===== config.mk =====
export PLATFORM = sky130hd
export DESIGN_NAME = infix_to_postfix_converter_top
export DESIGN_NICKNAME = d
export VERILOG_FILES = /design/src/sv/ipc_pkg.sv /design/src/sv/ipc_ram.sv /design/src/sv/ipc_ctrl.sv /design/src/sv/infix_to_postfix_converter_top.sv
export VERILOG_INCLUDE_DIRS = /design/src /design/src/sv
export SDC_FILE = /design/constraint.sdc
export NUM_CORES = 1
export LEC_CHECK = 0
export ABC_CLOCK_PERIOD_IN_PS = 7400
export CAP_MARGIN = 10
export CORE_AREA = 2 2 151 153
export DETAILED_ROUTE_END_ITERATION = 7
export DIE_AREA = 0 0 153 155
export DONT_BUFFER_PORTS = 1
export GPL_TIMING_DRIVEN = 0
export SETUP_SLACK_MARGIN = 0.1
export SLEW_MARGIN = 20
export SYNTH_ARGS = -nofsm -noshare
export SYNTH_HDL_FRONTEND = slang
export SYNTH_SLANG_ARGS = --single-unit

===== constraint.sdc =====
create_clock -name clk -period 7.4 [get_ports clk]
set_input_delay 0.37 -clock clk [delete_from_list [all_inputs] [get_ports clk]]
set_output_delay 0.37 -clock clk [all_outputs]
set_load 0.02 [all_outputs]

===== src/sv/infix_to_postfix_converter_top_macros.svh =====
// Assertion macros used by the infix-to-postfix converter control module.
`ifndef INFIX_TO_POSTFIX_CONVERTER_TOP_MACROS_SVH
`define INFIX_TO_POSTFIX_CONVERTER_TOP_MACROS_SVH

// The consequent must hold in the same cycle as the antecedent.
`define IPC_ASSERT_NOW(label, clk, rst_n, ante, cons) \
	label: assert property (@(posedge clk) disable iff (!rst_n) (ante) |-> (cons)) \
		else $error("ipc assertion failed");

// The consequent must hold in the cycle after the antecedent.
`define IPC_ASSERT_NEXT(label, clk, rst_n, ante, cons) \
	label: assert property (@(posedge clk) disable iff (!rst_n) (ante) |=> (cons)) \
		else $error("ipc assertion failed");

`endif


===== src/sv/ipc_pkg.sv =====
// Shared constants, types and functions of the infix-to-postfix converter.
package ipc_pkg;

	localparam int STACK_DEPTH = 16;
	localparam int VALUE_BITS  = 32;
	localparam int CNT_W       = $clog2(STACK_DEPTH + 1);
	localparam int ADDR_W      = $clog2(STACK_DEPTH);
	localparam int ENTRY_W     = 3;

	localparam logic [2:0] CMD_OPERAND = 3'd0;
	localparam logic [2:0] CMD_LPAREN  = 3'd1;
	localparam logic [2:0] CMD_RPAREN  = 3'd2;
	localparam logic [2:0] CMD_OPER    = 3'd3;
	localparam logic [2:0] CMD_END     = 3'd4;

	localparam logic [1:0] OP_ADD = 2'd0;
	localparam logic [1:0] OP_SUB = 2'd1;
	localparam logic [1:0] OP_MUL = 2'd2;
	localparam logic [1:0] OP_POW = 2'd3;

	localparam logic [1:0] KIND_OPERAND = 2'd0;
	localparam logic [1:0] KIND_OPER    = 2'd1;
	localparam logic [1:0] KIND_LPAREN  = 2'd2;
	localparam logic [1:0] KIND_END     = 2'd3;

	localparam logic [ENTRY_W-1:0] PAREN_MARK = 3'd4;

	typedef struct packed {
		logic [1:0]            kind;
		logic [1:0]            op;
		logic                  is_var;
		logic [VALUE_BITS-1:0] value;
		logic                  ovf;
		logic                  last;
	} result_t;

	function automatic logic [1:0] prec_of(input logic [1:0] op);
		logic [1:0] p;
		if (op == OP_POW) p = 2'd3;
		else if (op == OP_MUL) p = 2'd2;
		else p = 2'd1;
		return p;
	endfunction

	function automatic logic entry_pops(input logic [2:0] cmd, input logic [1:0] op,
			input logic [ENTRY_W-1:0] e);
		logic r;
		r = 1'b0;
		if (cmd == CMD_RPAREN) r = (e != PAREN_MARK);
		else if (cmd == CMD_OPER) r = (e != PAREN_MARK) && (prec_of(e[1:0]) >= prec_of(op));
		else if (cmd == CMD_END) r = 1'b1;
		return r;
	endfunction

	function automatic result_t make_operand(input logic is_var,
			input logic [VALUE_BITS-1:0] value);
		result_t r;
		r        = '0;
		r.kind   = KIND_OPERAND;
		r.is_var = is_var;
		r.value  = is_var ? '0 : value;
		r.last   = 1'b1;
		return r;
	endfunction

endpackage


===== src/sv/ipc_ram.sv =====
// Generic single-write, single-read RAM with registered read data.
module ipc_ram #(
	parameter int WIDTH = 8,
	parameter int DEPTH = 16
) (
	input  logic                     clk,
	input  logic                     we,
	input  logic [$clog2(DEPTH)-1:0] waddr,
	input  logic [WIDTH-1:0]         wdata,
	input  logic                     re,
	input  logic [$clog2(DEPTH)-1:0] raddr,
	output logic [WIDTH-1:0]         rdata
);

	logic [WIDTH-1:0] mem [DEPTH];

	always_ff @(posedge clk) begin
		if (we) begin
			mem[waddr] <= wdata;
		end
		if (re) begin
			rdata <= mem[raddr];
		end
	end

endmodule


===== src/sv/ipc_ctrl.sv =====
// Token sequencer that keeps the stack top in a register and the rest in RAM.
`include "infix_to_postfix_converter_top_macros.svh"

module ipc_ctrl import ipc_pkg::*; (
	input  logic                  clk,
	input  logic                  arst_n,
	input  logic                  in_valid,
	output logic                  in_stall,
	input  logic [2:0]            command,
	input  logic [1:0]            op_code,
	input  logic                  operand_is_variable,
	input  logic [VALUE_BITS-1:0] operand_value,
	output logic                  res_valid,
	output result_t               res,
	input  logic                  res_ready,
	output logic                  ram_we,
	output logic [ADDR_W-1:0]     ram_waddr,
	output logic [ENTRY_W-1:0]    ram_wdata,
	output logic                  ram_re,
	output logic [ADDR_W-1:0]     ram_raddr,
	input  logic [ENTRY_W-1:0]    ram_rdata
);

	localparam logic [1:0] ST_IDLE = 2'd0;
	localparam logic [1:0] ST_OPND = 2'd1;
	localparam logic [1:0] ST_POP  = 2'd2;

	logic [1:0]            state_q, state_d;
	logic [CNT_W-1:0]      cnt_q, cnt_d;
	logic [ENTRY_W-1:0]    tos_q, tos_d;
	logic                  ovf_q, ovf_d;
	logic [2:0]            cmd_q;
	logic [1:0]            op_q;
	logic                  isvar_q;
	logic [VALUE_BITS-1:0] val_q;
	logic                  load_item;
	logic                  push_en;
	logic [ENTRY_W-1:0]    push_val;
	logic                  full;
	logic                  cnt_ge1, cnt_ge2, cnt_ge3;
	logic                  pop_top, next_pops;
	logic [CNT_W-1:0]      cnt_m1, cnt_m2, cnt_m3;

	assign in_stall  = (state_q != ST_IDLE);
	assign full      = (cnt_q == CNT_W'(STACK_DEPTH));
	assign cnt_ge1   = (cnt_q != '0);
	assign cnt_ge2   = (cnt_q > CNT_W'(1));
	assign cnt_ge3   = (cnt_q > CNT_W'(2));
	assign cnt_m1    = cnt_q - CNT_W'(1);
	assign cnt_m2    = cnt_q - CNT_W'(2);
	assign cnt_m3    = cnt_q - CNT_W'(3);
	assign pop_top   = cnt_ge1 && entry_pops(cmd_q, op_q, tos_q);
	assign next_pops = cnt_ge2 && entry_pops(cmd_q, op_q, ram_rdata);

	assign ram_we    = push_en && !full && cnt_ge1;
	assign ram_waddr = cnt_m1[ADDR_W-1:0];
	assign ram_wdata = tos_q;

	always_comb begin
		state_d   = state_q;
		cnt_d     = cnt_q;
		tos_d     = tos_q;
		ovf_d     = ovf_q;
		res_valid = 1'b0;
		res       = '0;
		ram_re    = 1'b0;
		ram_raddr = cnt_m2[ADDR_W-1:0];
		push_en   = 1'b0;
		push_val  = {1'b0, op_q};
		load_item = 1'b0;
		unique case (state_q)
			ST_IDLE: begin
				if (in_valid) begin
					load_item = 1'b1;
					unique case (command) inside
						CMD_OPERAND: begin
							if (res_ready) begin
								res_valid = 1'b1;
								res       = make_operand(operand_is_variable, operand_value);
							end else begin
								state_d = ST_OPND;
							end
						end
						CMD_LPAREN: begin
							push_en  = 1'b1;
							push_val = PAREN_MARK;
						end
						CMD_RPAREN, CMD_OPER, CMD_END: begin
							state_d = ST_POP;
							ram_re  = cnt_ge2;
						end
						default: ;
					endcase
				end
			end
			ST_OPND: begin
				if (res_ready) begin
					res_valid = 1'b1;
					res       = make_operand(isvar_q, val_q);
					state_d   = ST_IDLE;
				end
			end
			ST_POP: begin
				if (pop_top) begin
					if (res_ready) begin
						res_valid = 1'b1;
						if (tos_q == PAREN_MARK) begin
							res.kind = KIND_LPAREN;
						end else begin
							res.kind = KIND_OPER;
							res.op   = tos_q[1:0];
						end
						res.last  = (cmd_q != CMD_END) && !next_pops;
						cnt_d     = cnt_m1;
						tos_d     = ram_rdata;
						ram_re    = cnt_ge3;
						ram_raddr = cnt_m3[ADDR_W-1:0];
					end
				end else begin
					unique case (cmd_q)
						CMD_RPAREN: begin
							if (cnt_ge1) begin
								cnt_d = cnt_m1;
								tos_d = ram_rdata;
							end
							state_d = ST_IDLE;
						end
						CMD_OPER: begin
							push_en = 1'b1;
							state_d = ST_IDLE;
						end
						CMD_END: begin
							if (res_ready) begin
								res_valid = 1'b1;
								res.kind  = KIND_END;
								res.ovf   = ovf_q;
								res.last  = 1'b1;
								ovf_d     = 1'b0;
								state_d   = ST_IDLE;
							end
						end
						default: state_d = ST_IDLE;
					endcase
				end
			end
			default: state_d = ST_IDLE;
		endcase
		if (push_en) begin
			if (full) begin
				ovf_d = 1'b1;
			end else begin
				cnt_d = cnt_q + CNT_W'(1);
				tos_d = push_val;
			end
		end
	end

	always_ff @(posedge clk or negedge arst_n) begin
		if (!arst_n) begin
			state_q <= ST_IDLE;
			cnt_q   <= '0;
			ovf_q   <= 1'b0;
		end else begin
			state_q <= state_d;
			cnt_q   <= cnt_d;
			ovf_q   <= ovf_d;
		end
	end

	always_ff @(posedge clk) begin
		tos_q <= tos_d;
		if (load_item) begin
			cmd_q   <= command;
			op_q    <= op_code;
			isvar_q <= operand_is_variable;
			val_q   <= operand_value;
		end
	end

	`IPC_ASSERT_NOW(a_cnt_bound, clk, arst_n, 1'b1, cnt_q <= CNT_W'(STACK_DEPTH))
	`IPC_ASSERT_NOW(a_emit_slot, clk, arst_n, res_valid, res_ready)
	`IPC_ASSERT_NEXT(a_full_push_ovf, clk, arst_n, push_en && full, ovf_q)
	`IPC_ASSERT_NOW(a_ram_one_port, clk, arst_n, ram_we, !ram_re)

endmodule


===== src/sv/infix_to_postfix_converter_top.sv =====
// Shunting-yard converter from infix tokens to postfix tokens with an output register.
// A left parenthesis is pushed unless the stack is full; an operand is passed on at once
// when the output can accept it and is held until then otherwise. An operator or a right
// parenthesis pops the operators it must, and the end mark flushes every stack entry; the
// input stalls meanwhile. The operator stack keeps its top entry in a register and the
// rest in a RAM with a registered read, so one entry leaves the stack per cycle while the
// output is not stalled. The output register frees the producer as soon as its result is
// transferred or stored, and the stack needs no clearing after reset.
module infix_to_postfix_converter_top import ipc_pkg::*; (
	input  logic                  clk,
	input  logic                  arst_n,
	input  logic                  in_valid,
	output logic                  in_stall,
	input  logic [2:0]            command,
	input  logic [1:0]            op_code,
	input  logic                  operand_is_variable,
	input  logic [VALUE_BITS-1:0] operand_value,
	output logic                  out_valid,
	input  logic                  out_stall,
	output logic [1:0]            out_kind,
	output logic [1:0]            out_op,
	output logic                  out_is_variable,
	output logic [VALUE_BITS-1:0] out_value,
	output logic                  overflow_seen,
	output logic                  last
);

	logic               res_valid;
	result_t            res;
	logic               res_ready;
	logic               out_valid_q;
	result_t            out_q;
	logic               ram_we;
	logic [ADDR_W-1:0]  ram_waddr;
	logic [ENTRY_W-1:0] ram_wdata;
	logic               ram_re;
	logic [ADDR_W-1:0]  ram_raddr;
	logic [ENTRY_W-1:0] ram_rdata;

	assign res_ready = !out_valid_q || !out_stall;

	ipc_ctrl u_ctrl (
		.clk                 (clk),
		.arst_n              (arst_n),
		.in_valid            (in_valid),
		.in_stall            (in_stall),
		.command             (command),
		.op_code             (op_code),
		.operand_is_variable (operand_is_variable),
		.operand_value       (operand_value),
		.res_valid           (res_valid),
		.res                 (res),
		.res_ready           (res_ready),
		.ram_we              (ram_we),
		.ram_waddr           (ram_waddr),
		.ram_wdata           (ram_wdata),
		.ram_re              (ram_re),
		.ram_raddr           (ram_raddr),
		.ram_rdata           (ram_rdata)
	);

	ipc_ram #(
		.WIDTH (ENTRY_W),
		.DEPTH (STACK_DEPTH)
	) u_stack_ram (
		.clk   (clk),
		.we    (ram_we),
		.waddr (ram_waddr),
		.wdata (ram_wdata),
		.re    (ram_re),
		.raddr (ram_raddr),
		.rdata (ram_rdata)
	);

	always_ff @(posedge clk or negedge arst_n) begin
		if (!arst_n) begin
			out_valid_q <= 1'b0;
		end else if (res_valid) begin
			out_valid_q <= 1'b1;
		end else if (!out_stall) begin
			out_valid_q <= 1'b0;
		end
	end

	always_ff @(posedge clk) begin
		if (res_valid) begin
			out_q <= res;
		end
	end

	assign out_valid       = out_valid_q;
	assign out_kind        = out_q.kind;
	assign out_op          = out_q.op;
	assign out_is_variable = out_q.is_var;
	assign out_value       = out_q.value;
	assign overflow_seen   = out_q.ovf;
	assign last            = out_q.last;

endmodule


After elaboration in Yosys (flattened, before gate mapping) --
Memory sizes are Yosys's and may differ from the RTL's. A register that Yosys moved wholly into a read port is not among the register bits. Index checks and enable logic that the tools add are counted.
Operators by class: shifts and indexed selects 0, $lt $le $gt $ge 4, add/subtract/negate cells 4, mux-type cells 93, div/mod/pow operators 0, equality and inequality tests 25, bitwise logic cells 0, reduce and logical (&&, ||, !) cells 18, $mul 0
Operators by type and width (number):
- two-way mux 39 bit | 2
- two-way mux 35 bit | 2
- case mux 33 bit (2 select lines) | 1
- two-way mux 32 bit | 2
- two-way mux 2 bit | 25
- two-way mux 5 bit | 7
- two-way mux 1 bit | 33
- two-way mux 3 bit | 10
- two-way mux 4 bit | 4
- == test 2 bit, second input constant | 7
- == test 3 x 2 -> 1 bit, second input constant | 4
- != test 3 bit, second input constant | 4
- case mux 2 bit (3 select lines) | 2
- case mux 4 bit (3 select lines) | 1
- == test 3 bit, second input constant | 3
- subtractor 4 x 2 -> 4 bit, second input constant | 2
- logical AND 1 bit | 7
- adder 5 x 1 -> 5 bit, second input constant | 1
- == test 5 bit, second input constant | 1
- > comparator 5 x 1 -> 1 bit, second input constant | 1
- > comparator 5 x 2 -> 1 bit, second input constant | 1
- nonzero test 5 bit | 1
- subtractor 5 x 1 -> 5 bit, second input constant | 1
- greater-or-equal comparator 2 bit | 2
- other kinds (15) | 20
Word-level totals: RAM bits 48, bits of input ports 42, bits in latches 0, word-level logic and storage cells 160, ROM bits 0, register bits after elaboration 89, output and inout bits 41, memories kept 1
Memories:
- u_stack_ram.mem | depth 16, bits a word 3, rd ports 1, clocked after memory_dff 1, wr ports 1, RTL line ipc_ram.sv:15 | logic [WIDTH-1:0] mem [DEPTH];

Logic depth before layout (Yosys ltp) --
Gate-level depths: netlist of run 1.
depth in word-level cells 16, depth in mapped cells 12, gate-level depth less buffers 8

By module --
From an unflattened synthesis of run 1, not the netlist that was laid out.
Unflattened totals: cell total of the unflattened synthesis 404, area, all modules 6099.6 sq um
Modules (own cells, without submodules):
- ipc_ctrl | cells an instance 259, seq. area each 1401.3 sq um, area an instance 2850.2 sq um, instances 1
- ipc_ram | cells an instance 103, seq. area each 1531.5 sq um, area an instance 2042.0 sq um, instances 1
- infix_to_postfix_converter_top | cells an instance 42, seq. area each 1196.1 sq um, area an instance 1207.4 sq um, instances 1

Least setup slack after synthesis of run 1 --
Ideal clock, no wire load.
kind reg2reg, start point register u_ctrl.state_q[0], end point register out_q, in the netlist last (enable), path slack 2.025 ns, required time 7.003 ns, clock period less this slack 5.375 ns, arrival time 4.978 ns, cell stages (with the launch flop) 5, path buffers 1, library setup time 0.397 ns, cell sequence dfrtp_1 > clkbuf_1 > nor3b_1 > nand3_1 > nand2_1
On the way: word-level cells in the longest chain between the ends 2, elaborated cells between the ends (all ways) 4, those cells by class eq/ne: 2; mux: 1; reduce/logical: 1
RTL lines:
- start, declared | RTL line ipc_ctrl.sv:28 | logic [1:0] state_q, state_d;
- start signal, assigned | RTL line ipc_ctrl.sv:164 | state_q <= state_d;
- == test 2 bit (tied with other cells) | RTL line ipc_ctrl.sv:71 | unique case (state_q)
- case mux 1 bit (3 select lines) * | RTL line ipc_ctrl.sv:71
- named net res_valid | RTL line infix_to_postfix_converter_top.sv:28 | logic res_valid;
- end signal, assigned | RTL line infix_to_postfix_converter_top.sv:87 | out_q <= res;
- end, declared | RTL line infix_to_postfix_converter_top.sv:32 | result_t out_q;
The timed path passes the listed nets; every way through them passes the cells marked *. A chain may end at the register's enable or synchronous reset.

Final worst setup path of run 1 --
start point register u_ctrl.cnt_q[1], end point memory u_stack_ram.mem[11][2] (netlist bit) (enable)
On the way: word-level cells in the longest chain between the ends 8, elaborated cells between the ends (all ways) 11, those cells by class add/sub: 1; eq/ne: 1; mux: 4; reduce/logical: 5
RTL lines:
- start, declared | RTL line ipc_ctrl.sv:29 | logic [CNT_W-1:0] cnt_q, cnt_d;
- start signal, assigned | RTL line ipc_ctrl.sv:165 | cnt_q <= cnt_d;
- nonzero test 5 bit | RTL line ipc_ctrl.sv:46 | assign cnt_ge1 = (cnt_q != '0);
- logical AND 1 bit | RTL line ipc_ctrl.sv:52 | assign pop_top = cnt_ge1 && entry_pops(cmd_q, op_q, tos_q);
- two-way mux 1 bit | RTL line ipc_ctrl.sv:104 | if (pop_top) begin
- case mux 1 bit (2 select lines) | RTL line ipc_ctrl.sv:71
- logical AND 1 bit (2 in series) | RTL line ipc_ctrl.sv:55 | assign ram_we = push_en && !full && cnt_ge1;
- two-way mux 1 bit | RTL line ipc_ram.sv:18 | if (we) begin
- two-way mux 1 bit (not written as such) | RTL line ipc_ram.sv:19 | mem[waddr] <= wdata;
- end, declared | RTL line ipc_ram.sv:15
Parallel ways exist; a longest one is shown, timed or not.

==> flow_summary.json, run 1 <==
{
  "portBuffers": 0,
  "synth-edff-count": 128,
  "drv_cap": 0,
  "grt_pass1_wl_um": 23300,
  "tightest_slew_ns": 0.928,
  "viasPerCell": 5.19,
  "timing.critical_path.slowest_cell_delay_ns": 0.80,
  "intPower_w": 0.00195,
  "comb_power_share": 0.311,
  "dp_hpwl_um": 10800,
  "p_sw_frac": 0.355,
  "setup-tns-final_ns": 0,
  "cts_tree": "done",
  "ys_seq_elements": 140,
  "critPathMaxFanout": 10,
  "antenna_found_initial": 0,
  "stdcell_count": 770,
  "final_cell_mix": "edfxtp_1, a22o_1, mux4_2, nand2_1, and3_1",
  "path_clk_slew_ns": 0.06,
  "grt_max_degree": 24,
  "synth-async-reset-ratio": 0.0643,
  "drc": 0,
  "synth_fp_nets": 499,
  "criticalPathCategory": "register to register",
  "relSlewSlack": 0.375,
  "cts-buffers-inserted": 17,
  "synth_cell_type_count": 55,
  "synth_cells": 447,
  "grt_pass1_vias": 4030,
  "die_w_um": 153,
  "grt_usage": 0.128,
  "drt_wl_total_um": 14700,
  "setup_viol": 0,
  "dieArea_um2": 23700,
  "rsz0062_at_grt": "no",
  "place_inst": 737,
  "powerDensity_nw_per_um2": 397,
  "status": "finished, final reports clean",
  "vias": 3999,
  "h-tree-depth": 4,
  "seqPwrFrac": 0.395,
  "cts_num_sinks": 140,
  "final_util": 0.342,
  "slowest_stage": "nor4_1",
  "end_kind": "register",
  "ant_nets": 0,
  "nFillCells": 2116,
  "finalCritPeriodShare": 0.504,
  "vdd.ir_drop.worst_mv": 0.145,
  "p_leak_nw": 2.64,
  "synth_area_per_cell_um2": 14.6,
  "cts_buffer_depth": 2,
  "clock_latency_ns": 0.43,
  "synth_ff_type": "edfxtp_1",
  "fp.dieH_um": 155,
  "worstHoldPathType": "input port to register",
  "rr_worst_depth": 8,
  "clock-skew-final_ns": 0.00924,
  "coreArea_um2": 22200,
  "crit_chain": "clkbuf_1, inv_1, ha_1, or4b_1, buf_2, a311oi_2, nor2_1, nor4_1",
  "period_minus_slack_ns": 3.73,
  "wl_per_cell_um": 19.1,
  "initial_core_util": 0.294,
  "gp_congestion": 0.846,
  "drt_iter0_markers": 267,
  "maxClockFrequency_mhz": 268,
  "clockPowerShare": 0.294,
  "diodes": 0,
  "synthToLayoutAreaGrowth_pct": 16.4,
  "clockRootBuffer": "clkbuf_16",
  "slew_violations": 0,
  "required_ns": 7.45,
  "top_level_ports": 83,
  "seq_area_frac_synth": 0.633,
  "nets": 524,
  "mostFrequentLayoutCell": "edfxtp_1",
  "syn_area_um2": 6530,
  "hold_viol_final": 0,
  "ys.warnings.count": 0,
  "rows": 55,
  "start_kind": "register",
  "power_switching_w": 0.00107,
  "crit_arrival_ns": 3.78,
  "cts-resized-gates": 0,
  "layout-drive-gt1-share": 0.171,
  "drt-pass1-iter-count": 4,
  "whs_path_depth": 0,
  "grt_overflow": 0
}
[registers in the layout (all words and copies together), names as in the netlist]
name,count
u_ctrl.ram_wdata,3
overflow_seen,1
u_ctrl.cmd_q,3
u_stack_ram.rdata,3
u_ctrl.state_q,2
out_is_variable,1
u_ctrl.isvar_q,1
out_valid,1
u_ctrl.val_q,32
u_ctrl.op_q,2
u_ctrl.cnt_q,5
out_op,2
u_ctrl.ovf_q,1
out_value,32
u_stack_ram.mem,48
last,1
out_kind,2
[kinds of logic after synthesis]
family,count (synthesis),synth area share
AO/OA/AOI/OAI,93,0.106
adder cells (fa/ha/maj),10,0.0192
XOR/XNOR,7,0.00939
AND/OR/NAND/NOR,124,0.102
buffers and inverters,32,0.0201
flip-flops,140,0.633
multiplexers,41,0.111
[worst max-delay path: cells and delay by family (launching register included)]
kind,cells,cell delay (ns)
AOI/OAI and AO/OA,1,0.29
adders and majority gates,1,0.30
buffers and inverters,3,0.78
DFF,1,0.53
and+or+nand+nor,3,1.45
[synthesized netlist by cell type, types with 6 or more instances]
cell	number	area (um^2)
and3_1	19	119
clkbuf_1	13	48.8
dfrtp_1	9	225
ha_1	10	125
nor3_1	12	60.1
nor2_1	18	67.6
a22o_1	32	280
mux4_2	25	563
mux2i_1	13	130
nand2b_1	10	62.6
a21oi_1	16	80.1
inv_1	9	33.8
xnor2_1	6	52.6
edfxtp_1	128	3840
nor2b_1	6	37.5
buf_2	6	30.0
nand2_1	24	90.1
nand3_1	14	70.1
o21ai_0	14	70.1
[path summary, 6_finish.rpt]
kind / startpoint / end / slack [ns]
max: u_ctrl.cnt_q[1] / u_stack_ram.mem[11][2] / 3.67
min: operand_value[24] / u_ctrl.val_q[24] / 0.03
max reg2reg: u_ctrl.cnt_q[1] / u_stack_ram.mem[11][2] / 3.67
min reg2reg: u_ctrl.ovf_q / u_ctrl.ovf_q / 0.50
max in group asynchronous: arst_n / u_ctrl.cnt_q[3] / 6.77
min in group asynchronous: arst_n / u_ctrl.cnt_q[4] / 0.32
[timing repair]
action / 4_1_cts / 5_1_grt
hold buffers: 1 / 0
endpoints found under the hold margin: 9 / 0
setup buffers: 0 / 0
[through the flow]
step	hold slack [ns]	cell area [um^2]	total power (W)	setup slack, ns
after global placement	0.0753	6880	0.00211	0.0935
after CTS	0.0135	7590	0.00303	3.43
after detailed placement	0.0753	6950	0.00214	3.44
final	0.0336	7590	0.00302	3.67
after floorplan	0.0744	6530	0.00187	2.03
after global routing	0.0135	7590	0.00318	3.43
[metal layers]
metal | GRT usage | vias to the layer above | wire length [um]
met4 | 0.0476 | 0 | 252
met5 | 0 | - | 0
met2 | 0.212 | 152 | 7110
met3 | 0.0446 | 17 | 1120
met1 | 0.154 | 1984 | 6260
li1 | - | 1846 | -
[cell type report]
class	instances	area (um^2)	area share
Sequential cell	140	4130	0.544
Multi-Input combinational cell	275	2280	0.300
Clock buffer	17	425	0.0560
Tap cell	285	357	0.0470
Clock inverter	15	201	0.0265
Buffer	22	93.8	0.0124
Timing Repair Buffer	6	71.3	0.00939
Inverter	10	37.5	0.00494
[power groups by stage]
stage / Sequential, W / Combinational, W / Clock, W
final: 0.00119 / 0.000937 / 0.000888
after global routing: 0.00121 / 0.00103 / 0.000941
after CTS: 0.00119 / 0.000933 / 0.000906
after detailed placement: 0.00121 / 0.000929 / 0
after global placement: 0.00121 / 0.000904 / 0
after floorplan: 0.00116 / 0.000705 / 0
Note: power is estimated with default switching activity, not from simulation.
==> run 2, diff against run 1 <==
Settings changed: ABC_AREA from default to 1, ABC_CLOCK_PERIOD_IN_PS 7400 to 3100, CORE_AREA 2 2 151 153 to 2 2 150 152, DIE_AREA 0 0 153 155 to 0 0 152 154.
Clock period 7.4 ns to 3.1 ns, I/O delays scaled along.
==> run 2 against run 1 <==
Effect of this change: register-to-register slack got worse by 3.4 ns; sequential share of layout area decreased by 2.0 points; worst hold slack improved by 0.084 ns; cell count increased by 26%; synthesized cell count increased by 38%; critical endpoint is now u_stack_ram.rdata[1]; clock skew increased by 0.00052 ns; flip-flop and latch count unchanged; global-route usage increased by 0.53 points; largest power group unchanged.
==> flow_summary.json, run 2 <==
{
  "total_power_w": 0.00790,
  "drv_cap": 0,
  "maxClockFrequency_mhz": 358,
  "drt_iter0_markers": 259,
  "fin_area_um2": 7890,
  "path_clk_slew_ns": 0.06,
  "setup-tns-final_ns": 0,
  "grt_pass1_vias": 4546,
  "mostFrequentLayoutCell": "nand3_1",
  "cts_buffer_depth": 2,
  "tightest_slew_ns": 0.676,
  "crit_arrival_ns": 2.94,
  "rsz0062_at_grt": "no",
  "viasPerCell": 4.70,
  "finalCritPeriodShare": 0.901,
  "crit_chain": "inv_2, ha_1, nand2_1, nor2_1, inv_2, nand3_4, nand2_1, nand2_1, nand2_1, buf_2, nand3_1, nand3_1, nand3_1, nand3_1, nand2_1",
  "powerDensity_nw_per_um2": 1000,
  "antenna_found_initial": 0,
  "postPlaceCellArea_um2": 6840,
  "clock_latency_ns": 0.42,
  "synth_area_leader_cell": "edfxtp_1",
  "r2r-end": "u_stack_ram.rdata[1]",
  "grt_overflow": 0,
  "grt_pass1_wl_um": 24400,
  "ys_seq_elements": 140,
  "vdd.ir_drop.worst_mv": 0.521,
  "r2r-start": "u_ctrl.cnt_q[0]",
  "p_leak_nw": 3.22,
  "synth_ff_type": "edfxtp_1",
  "layout-drive-gt1-share": 0.0999,
  "h-tree-depth": 4,
  "diodes": 0,
  "synthTopCellsByCount": "nand3_1, edfxtp_1, nand2_1",
  "end_kind": "register",
  "cts_tree": "done",
  "r2r_setup_slack_ns": 0.31,
  "rr_worst_depth": 15,
  "period_minus_slack_ns": 2.79,
  "cts_num_sinks": 140,
  "rows": 54,
  "ys.warnings.count": 0,
  "drt_wl_total_um": 15300,
  "final_util": 0.364,
  "gp_congestion": 0.828,
  "clockRootBuffer": "clkbuf_16",
  "slowest_stage": "dfrtp_1",
  "synth-async-reset-ratio": 0.0643,
  "hold_viol_final": 0,
  "clock-skew-final_ns": 0.00977,
  "synth_fp_nets": 671,
  "cpMostUsedCell": "nand2_1",
  "cts-buffers-inserted": 17,
  "drt-pass1-iter-count": 5,
  "required_ns": 3.25,
  "coreArea_um2": 21700,
  "dieArea_um2": 23400,
  "largest_register": "u_stack_ram.mem",
  "initial_core_util": 0.297,
  "relSlewSlack": 0.548,
  "nets": 732,
  "die_w_um": 152,
  "seq_area_frac_synth": 0.641,
  "grt_usage": 0.133,
  "synth-edff-count": 128,
  "portBuffers": 0,
  "worstHoldPathType": "input port to asynchronous set/reset pin",
  "synth_cell_type_count": 38,
  "synth_cells": 619,
  "setup_viol": 0,
  "synthToLayoutAreaGrowth_pct": 22.5,
  "largest_reg_flops": 48,
  "place_inst": 901,
  "top_level_ports": 83,
  "synth_most_common_cell": "nand3_1",
  "stdcell_count": 971,
  "grt_max_degree": 27,
  "start_kind": "register",
  "ant_nets": 0,
  "post_cts_buffers": 0,
  "status": "finished, final reports clean",
  "critPathMaxFanout": 10,
  "netlist_top_cells_area": "edfxtp_1, nand3_1, nand2_1, inv_1, dfrtp_1",
  "synth_area_per_cell_um2": 10.4,
  "timing.critical_path.slowest_cell_delay_ns": 0.56,
  "syn_area_um2": 6440,
  "slew_violations": 0,
  "final_cell_mix": "nand3_1, edfxtp_1, nand2_1, inv_1, dlygate4sd3_1",
  "wl_per_cell_um": 15.7,
  "yosysTopAreaCellShare": 0.597,
  "fp.dieH_um": 154,
  "dp_hpwl_um": 10300,
  "criticalPathCategory": "register to register",
  "vias": 4559,
  "drc": 0
}
[run 2: worst max path at each step]
| stage | from | to | slack [ns] | depth (start not counted) |
|---|---|---|---|---|
| 3_5_place_dp | u_ctrl.ram_wdata[1] | u_stack_ram.mem[15][1] | -0.21 | 14 |
| 6_report | u_ctrl.cnt_q[0] | u_stack_ram.rdata[1] | 0.31 | 15 |
| 3_3_place_gp | u_ctrl.ram_wdata[1] | out_value[19] | -0.87 | 12 |
| 5_1_grt | u_ctrl.ram_wdata[0] | u_stack_ram.rdata[1] | 0.10 | 16 |
| 2_1_floorplan | u_ctrl.ram_wdata[1] | last | 0.17 | 12 |
| 4_1_cts | u_ctrl.ram_wdata[1] | out_value[19] | 0.16 | 13 |
[run 2: kinds of logic (layout without fill, tap and decap cells)]
family	Yosys count	after routing	synth area share
buffers and inverters	110	182	0.0670
AND/OR/NAND/NOR	317	317	0.227
AO/OA/AOI/OAI	35	35	0.0354
adder cells (fa/ha/maj)	10	10	0.0194
XOR/XNOR	6	6	0.00816
multiplexers	1	1	0.00155
flip-flops	140	140	0.641
[run 2: worst max-delay path: cells and delay by family (launching register included)]
kind          cells  cell delay (ns)
fa+ha+maj         1             0.28
buf+inv           3             0.51
simple gates     11             1.17
flops             1             0.56
[run 2: power by group]
group	leakage, nW	internal (W)	total, W	switching (W)
logic	1.58	0.000740	0.00242	0.00168
registers	1.34	0.00274	0.00331	0.000575
clock network	0.303	0.00141	0.00217	0.000759
total	3.22	0.00489	0.00790	0.00301
[run 2: per-stage QoR]
stage,worst slack [ns],hold slack (ns)
floorplan,0.166,-0.141
global placement,-0.874,-0.140
detailed placement,-0.213,-0.140
CTS,0.163,0.115
global route,0.100,0.137
finish,0.308,0.117
[run 2: final cells by class]
class | instances | area (um^2)
clock buffers | 18 | 429
flip-flops and latches | 140 | 4140
multi-input cells | 369 | 1900
fillers | 2098 | 13800
clock inverters | 12 | 198
repair buffers | 42 | 448
inverters | 87 | 327
plain buffers | 23 | 105
well taps | 280 | 350
[run 2: what timing repair did]
action                                  CTS  global route
endpoints found under the hold margin    81             0
hold buffers                             40             0
resized for setup                         4             5
endpoints found under the setup margin   87            74
cloned                                    0             0
pin swaps                                 0             0
[run 2: routing by layer]
layer  up-vias  part of all wire  GRT usage
met4         0             0.012     0.0352
met2       137              0.49      0.220
met1      2161              0.42      0.166
met5         -                 0          0
li1       2238                 -          -
met3        23             0.074     0.0468
==> run 3, diff against run 2 <==
Settings changed: CORE_AREA 2 2 150 152 to 2 2 110 112, DIE_AREA 0 0 152 154 to 0 0 112 114, PLACE_DENSITY from default to 0.74.
==> run 3 against run 2 <==
Effect of this change: worst setup slack got worse by 0.030 ns; global-route usage increased by 11 points; clock power decreased by 3%; count of clock-buffer cells in the layout decreased by 1; worst hold slack got worse by 0.10 ns; sequential share of layout area increased by 1.4 points; cell count decreased by 14%; die area decreased by 45%; largest power group unchanged.
==> flow_summary.json, run 3 (synthesis results as in run 2) <==
{
  "status": "finished, final reports clean",
  "ant_nets": 0,
  "setup-tns-final_ns": 0,
  "wl_per_cell_um": 18.0,
  "top_level_ports": 83,
  "end_kind": "register",
  "rows": 40,
  "maxClockFrequency_mhz": 354,
  "relSlewSlack": 0.547,
  "period_minus_slack_ns": 2.82,
  "drv_cap": 0,
  "crit_arrival_ns": 2.92,
  "hold_viol_final": 0,
  "drt-pass1-iter-count": 5,
  "start_kind": "register",
  "cts_tree": "done",
  "cts_buffer_depth": 2,
  "nets": 730,
  "vdd.ir_drop.worst_mv": 0.718,
  "post_cts_buffers": 0,
  "seqPwrFrac": 0.424,
  "cts_num_sinks": 140,
  "slew_violations": 0,
  "h-tree-depth": 4,
  "fp.dieH_um": 114,
  "hold_slack_ns": 0.0127,
  "crit_chain": "inv_1, ha_1, nand2_1, nor2_1, inv_2, nand3_4, inv_2, o31ai_2, inv_2, nor2_4, nand2_1, nor2_1",
  "dp_hpwl_um": 9640,
  "dieArea_um2": 12800,
  "criticalPathCategory": "register to register",
  "p_sw_frac": 0.393,
  "comb_power_share": 0.305,
  "path_clk_slew_ns": 0.06,
  "mostFrequentLayoutCell": "nand3_1",
  "vias": 4738,
  "total_power_w": 0.00780,
  "coreArea_um2": 11700,
  "initial_core_util": 0.550,
  "cpMostUsedCell": "inv_2",
  "critPathMaxFanout": 7,
  "p_leak_nw": 3.19,
  "clock-skew-final_ns": 0.0103,
  "portBuffers": 0,
  "clockPowerShare": 0.271,
  "synthToLayoutAreaGrowth_pct": 19.3,
  "layout-drive-gt1-share": 0.107,
  "die_w_um": 112,
  "slowest_stage": "dfrtp_1",
  "worstHoldPathType": "input port to register",
  "gp_congestion": 0.950,
  "grt_max_degree": 40,
  "largest_register": "u_stack_ram.mem",
  "rsz0062_at_grt": "yes",
  "drt_iter0_markers": 422,
  "powerDensity_nw_per_um2": 1020,
  "clock_latency_ns": 0.42,
  "grt_overflow": 0,
  "intPower_w": 0.00473,
  "grt_pass1_vias": 4748,
  "diodes": 0,
  "clockRootBuffer": "clkbuf_16",
  "largest_reg_flops": 48,
  "antenna_found_initial": 0,
  "drt_wl_total_um": 15100,
  "cts-buffers-inserted": 17,
  "finalCritPeriodShare": 0.911,
  "viasPerCell": 5.65,
  "setup_viol": 0,
  "grt_usage": 0.244,
  "drc": 0,
  "required_ns": 3.20,
  "nFillCells": 851,
  "power_switching_w": 0.00306,
  "tightest_slew_ns": 0.676,
  "grt_pass1_wl_um": 24000,
  "final_cell_mix": "nand3_1, edfxtp_1, nand2_1, inv_1, dlygate4sd3_1",
  "crit_buf_inv": 4,
  "timing.critical_path.slowest_cell_delay_ns": 0.46,
  "critPathTopFamily": "simple AND/OR/NAND/NOR gates"
}
## run 3: power by group through the flow
stage	clock, W	combinational (W)	sequential [W]
finish	0.00211	0.00238	0.00331
global route	0.00220	0.00263	0.00336
CTS	0.00210	0.00232	0.00331
detailed placement	0	0.00226	0.00333
global placement	0	0.00218	0.00335
floorplan	0	0.00167	0.00321
## run 3: timing repair
item | 4_1_cts | 5_1_grt
hold buffers | 39 | 0
endpoints found under the hold margin | 80 | 0
setup endpoints to repair | 83 | 83
resized for setup | 3 | 10
## run 3: area by class of cell
cell class	instances	area, um^2	share of cell area
Clock buffer	17	425	0.0554
Clock inverter	15	185	0.0241
Sequential cell	140	4140	0.539
Buffer	23	105	0.0137
Multi-Input combinational cell	369	1910	0.248
Timing Repair Buffer	40	410	0.0534
Tap cell	147	184	0.0240
Inverter	87	328	0.0427
## run 3: final timing paths
check,slack [ns],depth (start not counted),endpoint,start
max reg2reg,0.28,12,u_stack_ram.mem[0][1],u_ctrl.cnt_q[1]
max in group asynchronous,2.74,1,u_ctrl.cnt_q[3],arst_n
min in group asynchronous,0.09,1,u_ctrl.cnt_q[1],arst_n
min,0.01,4,u_ctrl.state_q[0],in_valid
max,0.28,12,u_stack_ram.mem[0][1],u_ctrl.cnt_q[1]
min reg2reg,0.49,2,u_ctrl.ovf_q,u_ctrl.ovf_q
## run 3: metrics by stage
stage,worst slack [ns],std cells,cell area (um^2),utilization
after CTS,0.140,838,7650,0.654
after detailed placement,-0.259,767,6650,0.567
after floorplan,0.166,619,6440,-
after global placement,-0.771,766,6620,0.565
final,0.277,838,7680,0.656
after global routing,0.0780,838,7680,0.656
## run 3: metal layers
layer / wire length [um] / vias up / global-route usage
li1: - / 2241 / -
met1: 6070 / 2261 / 0.301
met2: 7600 / 200 / 0.409
met3: 1040 / 36 / 0.0781
met4: 346 / 0 / 0.0878
met5: 0 / - / 0
## run 3: worst register-to-register path, stage by stage (launching register included)
cell	delay, ns
dfrtp_1	0.46
inv_1	0.23
ha_1	0.29
nand2_1	0.11
nor2_1	0.12
inv_2	0.08
nand3_4	0.14
inv_2	0.05
o31ai_2	0.28
inv_2	0.13
nor2_4	0.14
nand2_1	0.19
nor2_1	0.27
